File: src/refcounted_page_allocator_defines.svh
// Assertion macros for the page allocator.
// No dependencies; included by the files that carry assertions.
`ifndef REFCOUNTED_PAGE_ALLOCATOR_DEFINES_SVH
`define REFCOUNTED_PAGE_ALLOCATOR_DEFINES_SVH

// Same-cycle implication, disabled while reset is held.
`define PRA_ASSERT_NOW(label, clk, rst_n, ante, cons) \
  label: assert property (@(posedge clk) disable iff (!rst_n) (ante) |-> (cons)) \
    else $error("page allocator: check failed");

// Next-cycle implication, disabled while reset is held.
`define PRA_ASSERT_NEXT(label, clk, rst_n, ante, cons) \
  label: assert property (@(posedge clk) disable iff (!rst_n) (ante) |=> (cons)) \
    else $error("page allocator: check failed");

`endif

File: src/pra_pkg.sv
// Shared constants and types of the page allocator.
// No dependencies.
package pra_pkg;

  localparam int ADDR_W   = 27;  // byte offset field
  localparam int FUP_W    = 15;  // first usable page register
  localparam int STATUS_W = 3;
  localparam int CNT_W    = 8;   // reported count field

  localparam logic [1:0] CMD_ALLOC  = 2'd0;
  localparam logic [1:0] CMD_FREE   = 2'd1;
  localparam logic [1:0] CMD_ADDREF = 2'd2;

  localparam logic [STATUS_W-1:0] ST_OK      = 3'd0;
  localparam logic [STATUS_W-1:0] ST_OOM     = 3'd1;
  localparam logic [STATUS_W-1:0] ST_BADADDR = 3'd2;
  localparam logic [STATUS_W-1:0] ST_SAT     = 3'd3;
  localparam logic [STATUS_W-1:0] ST_FULL    = 3'd4;

  // Decision of the update unit for one item
  typedef struct packed {
    logic                ref_we;
    logic                stk_we;
    logic                fc_inc;
    logic                fc_dec;
    logic                returned;
    logic [STATUS_W-1:0] status;
  } pra_ctl_t;

endpackage

File: src/pra_exec.sv
// Update unit: decides the count and stack writes and the result of one item.
// Depends on pra_pkg.
module pra_exec #(
  parameter int NUM_PAGES  = 32768,
  parameter int PAGE_SHIFT = 12,
  parameter int REF_BITS   = 8,
  localparam int PAGE_W = (NUM_PAGES > 1) ? $clog2(NUM_PAGES) : 1,
  localparam int FC_W   = $clog2(NUM_PAGES + 1)
) (
  input  logic [1:0]                 cmd,
  input  logic                       bad,
  input  logic [PAGE_W-1:0]          page,
  input  logic [FC_W-1:0]            free_count,
  input  logic [REF_BITS-1:0]        ref_rdata,
  input  logic [PAGE_W-1:0]          stk_rdata,
  output pra_pkg::pra_ctl_t          ctl,
  output logic [PAGE_W-1:0]          ref_waddr,
  output logic [REF_BITS-1:0]        ref_wdata,
  output logic [pra_pkg::ADDR_W-1:0] page_addr,
  output logic [pra_pkg::CNT_W-1:0]  cnt_after
);

  localparam logic [REF_BITS-1:0] REF_MAX = {REF_BITS{1'b1}};
  localparam logic [REF_BITS-1:0] REF_ONE = REF_BITS'(1);

  logic [63:0]         pa_wide;
  logic [39:0]         cnt_wide;
  logic [REF_BITS-1:0] cnt_val;
  logic                empty;
  logic                full;

  assign empty   = (free_count == '0);
  assign full    = (free_count == FC_W'(NUM_PAGES));
  assign pa_wide = 64'(stk_rdata) << PAGE_SHIFT;

  always_comb begin
    ctl       = '0;
    ctl.status = pra_pkg::ST_BADADDR;
    ref_waddr = page;
    ref_wdata = '0;
    page_addr = '0;
    cnt_val   = '0;
    case (cmd)
      pra_pkg::CMD_ALLOC: begin
        if (empty) begin
          ctl.status = pra_pkg::ST_OOM;
        end else begin
          ctl.status = pra_pkg::ST_OK;
          ctl.fc_dec = 1'b1;
          ctl.ref_we = 1'b1;
          ref_waddr  = stk_rdata;
          ref_wdata  = REF_ONE;
          page_addr  = pa_wide[pra_pkg::ADDR_W-1:0];
          cnt_val    = REF_ONE;
        end
      end
      pra_pkg::CMD_FREE: begin
        if (!bad) begin
          ctl.ref_we = 1'b1;
          if (ref_rdata > REF_ONE) begin
            ctl.status = pra_pkg::ST_OK;
            ref_wdata  = ref_rdata - REF_ONE;
            cnt_val    = ref_rdata - REF_ONE;
          end else if (full) begin
            ctl.status = pra_pkg::ST_FULL;
          end else begin
            ctl.status   = pra_pkg::ST_OK;
            ctl.stk_we   = 1'b1;
            ctl.fc_inc   = 1'b1;
            ctl.returned = 1'b1;
          end
        end
      end
      pra_pkg::CMD_ADDREF: begin
        if (!bad) begin
          if (ref_rdata == REF_MAX) begin
            ctl.status = pra_pkg::ST_SAT;
            cnt_val    = REF_MAX;
          end else begin
            ctl.status = pra_pkg::ST_OK;
            ctl.ref_we = 1'b1;
            ref_wdata  = ref_rdata + REF_ONE;
            cnt_val    = ref_rdata + REF_ONE;
          end
        end
      end
      default: begin
        ctl.status = pra_pkg::ST_BADADDR;
      end
    endcase
  end

  assign cnt_wide  = 40'(cnt_val);
  assign cnt_after = cnt_wide[pra_pkg::CNT_W-1:0];

endmodule

File: config.mk
export PLATFORM = sky130hd
export DESIGN_NAME = pra_exec
export DESIGN_NICKNAME = d
export VERILOG_FILES = /design/src/refcounted_page_allocator_defines.svh /design/src/pra_pkg.sv /design/src/pra_exec.sv
export SDC_FILE = /design/constraint.sdc
export NUM_CORES = 1
export LEC_CHECK = 0
export ABC_CLOCK_PERIOD_IN_PS = 1400
export BUFFER_PORTS_ARGS = -buffer_cell sky130_fd_sc_hd__buf_4
export CORE_ASPECT_RATIO = 1.75
export CORE_MARGIN = 8
export CORE_UTILIZATION = 32
export DETAILED_ROUTE_END_ITERATION = 10
export GPL_ROUTABILITY_DRIVEN = 0
export GPL_TIMING_DRIVEN = 0
export PLACE_DENSITY_LB_ADDON = 0.1
export SLEW_MARGIN = 20
export SYNTH_ARGS = -nofsm -noshare
export SYNTH_HDL_FRONTEND = slang
export SYNTH_SLANG_ARGS = --single-unit
File: constraint.sdc
create_clock -name vclk -period 1.4
set_input_delay 0.07 -clock vclk [all_inputs]
set_output_delay 0.07 -clock vclk [all_outputs]
set_load 0.02 [all_outputs]
Yosys cells after proc, flatten, opt, wreduce, memory -nomap -nowiden
Index checks and enable logic that the tools add are counted.
{"block": "classes", "muxes": 32, "n_eq_ne": 4, "add_sub_neg": 2, "reduce_logical": 2, "n_lt_le_gt_ge": 1}
{"cell": "27-bit two-way mux", "count": 2}
{"cell": "8-bit two-way mux", "count": 6}
{"cell": "8-bit one-hot mux with 3 select lines", "count": 2}
{"cell": "15-bit two-way mux", "count": 2}
{"cell": "16-bit equality test (second input constant)", "count": 1}
{"cell": "16-bit logical NOT", "count": 1}
{"cell": "2-bit two-way mux", "count": 5}
{"cell": "1-bit two-way mux", "count": 9}
{"cell": "3-bit two-way mux", "count": 3}
{"cell": "3-bit one-hot mux with 3 select lines", "count": 1}
{"cell": "8-bit by 1-bit adder with 8-bit output (second input constant)", "count": 1}
{"cell": "8-bit equality test (second input constant)", "count": 1}
{"cell": "8-bit by 1-bit greater-than comparator with 1-bit output (second input constant)", "count": 1}
{"cell": "8-bit by 1-bit subtractor with 8-bit output (second input constant)", "count": 1}
{"cell": "4-bit two-way mux", "count": 1}
{"cell": "1-bit one-hot mux with 3 select lines", "count": 1}
{"cell": "2-bit by 1-bit equality test with 1-bit output (second input constant)", "count": 1}
{"cell": "2-bit equality test (second input constant)", "count": 1}
{"cell": "2-bit logical NOT", "count": 1}
{"block": "totals", "inputBits": 57, "out_inout_bits": 66, "word_cells": 41, "register_bits": 0}

Depth between registers and ports, before layout
{"block": "depth", "word_depth": 5, "ltp_mapped": 7, "ltp_nobuf": 6}

Worst setup path before layout
OpenSTA, ideal clock, no wires.
{"block": "synth_path", "path_kind": "input -> output", "start": "input port ref_rdata[0]", "end": "output port ctl[5] (netlist bit)", "t_arrival_ns": 2.072, "n_path_buf": 2, "path_slack_ns": -0.742, "cell_stages": 7, "path_cell_list": "clkbuf_1 inv_1 ha_1 nor2_1 or2_2 nor4_1 buf_4"}
{"item": "start, declared", "line_no": "pra_exec.sv:14", "rtl": "input logic [REF_BITS-1:0] ref_rdata,"}
{"item": "end, declared", "line_no": "pra_exec.sv:16", "rtl": "output pra_pkg::pra_ctl_t ctl,"}

Final worst setup path
{"block": "layout_path", "start": "input port ref_rdata[0]", "end": "output port cnt_after[3] (netlist bit)"}
{"block": "layout_via", "elab_chain_len": 4, "elab_cells_between_ends": 9, "cone_classes": "add/sub (2); order compare (1); eq/ne (1); mux (5)"}
{"item": "8-bit by 1-bit adder with 8-bit output (tied with other cells)", "line_no": "pra_exec.sv:83", "rtl": "cnt_val = ref_rdata + REF_ONE;"}
{"item": "8-bit two-way mux, on equally long branches", "line_no": "pra_exec.sv:76, pra_exec.sv:60"}
{"item": "8-bit two-way mux, on equally long branches", "line_no": "pra_exec.sv:75, pra_exec.sv:58"}
{"item": "8-bit one-hot mux with 3 select lines *", "line_no": "pra_exec.sv:43", "rtl": "case (cmd)"}
{"item": "end, declared", "line_no": "pra_exec.sv:20", "rtl": "output logic [pra_pkg::CNT_W-1:0] cnt_after"}
Every way passes the cells marked *; elsewhere a longest branch is shown, timed or not.

==> results.json <==
{
  "grt_pass1_wl_mm": 10.5,
  "drc": 0,
  "seq_cell_count": 0,
  "nets": 370,
  "grt_pass1_vias": 1886,
  "critPathTopFamily": "simple AND/OR/NAND/NOR gates",
  "setup_viol": 52,
  "hpwl_mm": 4.53,
  "fin_crit_sh": 1.28,
  "grt_max_degree": 11,
  "syn-cell-area_mm2": 0.00109,
  "path_class": "in2out",
  "finalWirelength_mm": 10.5,
  "synth_area_leaders": "mux2_2 (16%), buf_4 (9.7%), and2_1 (8.6%), o21ai_0 (4.1%), ha_1 (3.4%)",
  "worst-endpoint-required_ns": 1.33,
  "grt_overflow": 0,
  "route.vias.total": 2142,
  "slowest_delay_ns": 0.56,
  "hp-start": "page[7]",
  "track_usage": 0.238,
  "status": "complete, but fails checks",
  "synth.distinct_cells": 49,
  "dieWidth_um": 60.1,
  "critPathLaunchType": "input port",
  "report.final.slew_viol_count": 0,
  "avgSynthCellArea_um2": 6.98,
  "worstMarginPinSlew_ns": 0.659,
  "arrival_ns": 1.72,
  "ys_seq_area_frac": 0,
  "rsz0062_at_grt": "yes",
  "ff_latch_area_um2": 0,
  "hp-class": "in2out",
  "failed_checks": "negative setup slack",
  "setup_tns_ns": -11.28,
  "dr.pass1.iters": 4,
  "io_pins": 123,
  "cp-startpoint": "ref_rdata[0]",
  "p_leak_uw": 0.00146,
  "total_power_uw": 1100,
  "power_density_mw_per_mm2": 350,
  "path_cells": "buf_4 -> buf_8 -> buf_6 -> buf_4 -> nor3_1 -> or2b_1 -> a31oi_4 -> buf_6",
  "yosys.area.top_type": "mux2_2",
  "start_util": 0.327,
  "maxCapViolCount": 0,
  "clockBufferCount": 0,
  "setup_ws_ns": -0.392,
  "core.rowCount": 28,
  "die-area_mm2": 0.00560,
  "hold_viol": 0,
  "antenna_found_initial": 0,
  "wl_per_cell_um": 29.8,
  "port_buffers": 107,
  "layout-drive-gt1-share": 0.812,
  "yosys_warnings": 0,
  "crit_path_end_kind": "output port",
  "cp_max_fo": 4,
  "final_antenna_net_count": 0,
  "peakVddDrop_v": 0.000303,
  "final_cell_mix": "buf_4 (86), buf_6 (66), mux2_4 (15), and2_4 (15), conb_1 (12)",
  "die_h_um": 93.2,
  "final_common_cell": "buf_4",
  "relSlewSlack": 0.557,
  "synthCells": 156,
  "core_area_mm2": 0.00333,
  "crit_slowest_cell": "nor3_1",
  "vias_per_cell": 6.07,
  "period_needed_ns": 1.79,
  "timing.fmax_mhz": 558,
  "drt-initial-drc-count": 146,
  "area.growth.synth_to_final_pct": 188,
  "holdWs_ns": 0.459,
  "insertedDiodeCount": 0,
  "yosysTopAreaCellShare": 0.155,
  "crit_buf_inv": 5
}
==> power breakdown <==
| part | switching (µW) | internal [µW] | total [µW] |
|---|---|---|---|
| logic | 537 | 558 | 1100 |
| registers | 0 | 0 | 0 |
| clock network | 0 | 0 | 0 |
==> timing repair <==
action | in CTS | in global routing
endpoints found under the setup margin | 53 | 53
pin swaps | 28 | 21
cloned | 1 | 0
buffers inserted | 15 | 21
hold buffers | 0 | 0
gates resized for setup | 114 | 54
==> area by class of cell <==
cell class | instances | area (µm²)
well taps | 45 | 56.3
fillers | 81 | 198
repair buffers | 143 | 1380
multi-input cells | 139 | 1440
plain buffers | 22 | 233
inverters | 4 | 21.3
==> cells by family after synthesis <==
| group | share of synthesized area |
|---|---|
| AOI/OAI and AO/OA | 0.263 |
| xor gates and xnor gates | 0.00805 |
| adders and majority gates | 0.0345 |
| buffers and inverters | 0.163 |
| muxes | 0.155 |
| other | 0.00344 |
| and+or+nand+nor | 0.372 |
==> tightest hold or removal path: stages <==
cell	delay, ns
buf_4	0.08
mux2_4	0.13
buf_6	0.11
==> path summary, 6_finish.rpt <==
check,to,slack (ns),depth (start not counted)
min,ref_waddr[7],0.46,3
max,cnt_after[3],-0.39,8
==> metal layers <==
metal,wire length (µm),share of wire,track usage,vias to the layer above
met5,0,0,0,-
met4,841,0.080,0.0441,0
met3,1000,0.095,0.0468,75
met2,5290,0.50,0.466,220
met1,3390,0.32,0.243,985
li1,-,-,-,862
==> per-stage QoR <==
step | std cells | worst slack [ns] | util | area (µm²)
4_1_cts | 333 | -0.239 | 0.823 | 2740
5_1_grt | 353 | -0.393 | 0.941 | 3130
3_5_place_dp | 319 | -0.492 | 0.653 | 2170
3_3_place_gp | 319 | -0.482 | 0.653 | 2170
2_1_floorplan | 167 | -0.175 | - | 1310
6_report | 353 | -0.392 | 0.941 | 3130
==> synthesized netlist by cell type (all sizes together) (2+ instances only) <==
library cell,instances
or3,3
o221a,2
nand2,9
nand3,5
a31oi,3
nor3,5
o21ai,11
clkbuf,4
and2,15
nor2,10
nor4,6
buf,20
a21oi,5
nor3b,2
nor4b,2
and3,3
o31ai,4
ha,3
mux2,15
o21a,3
or3b,2
inv,4
Note: power is estimated with default switching activity, not from simulation.
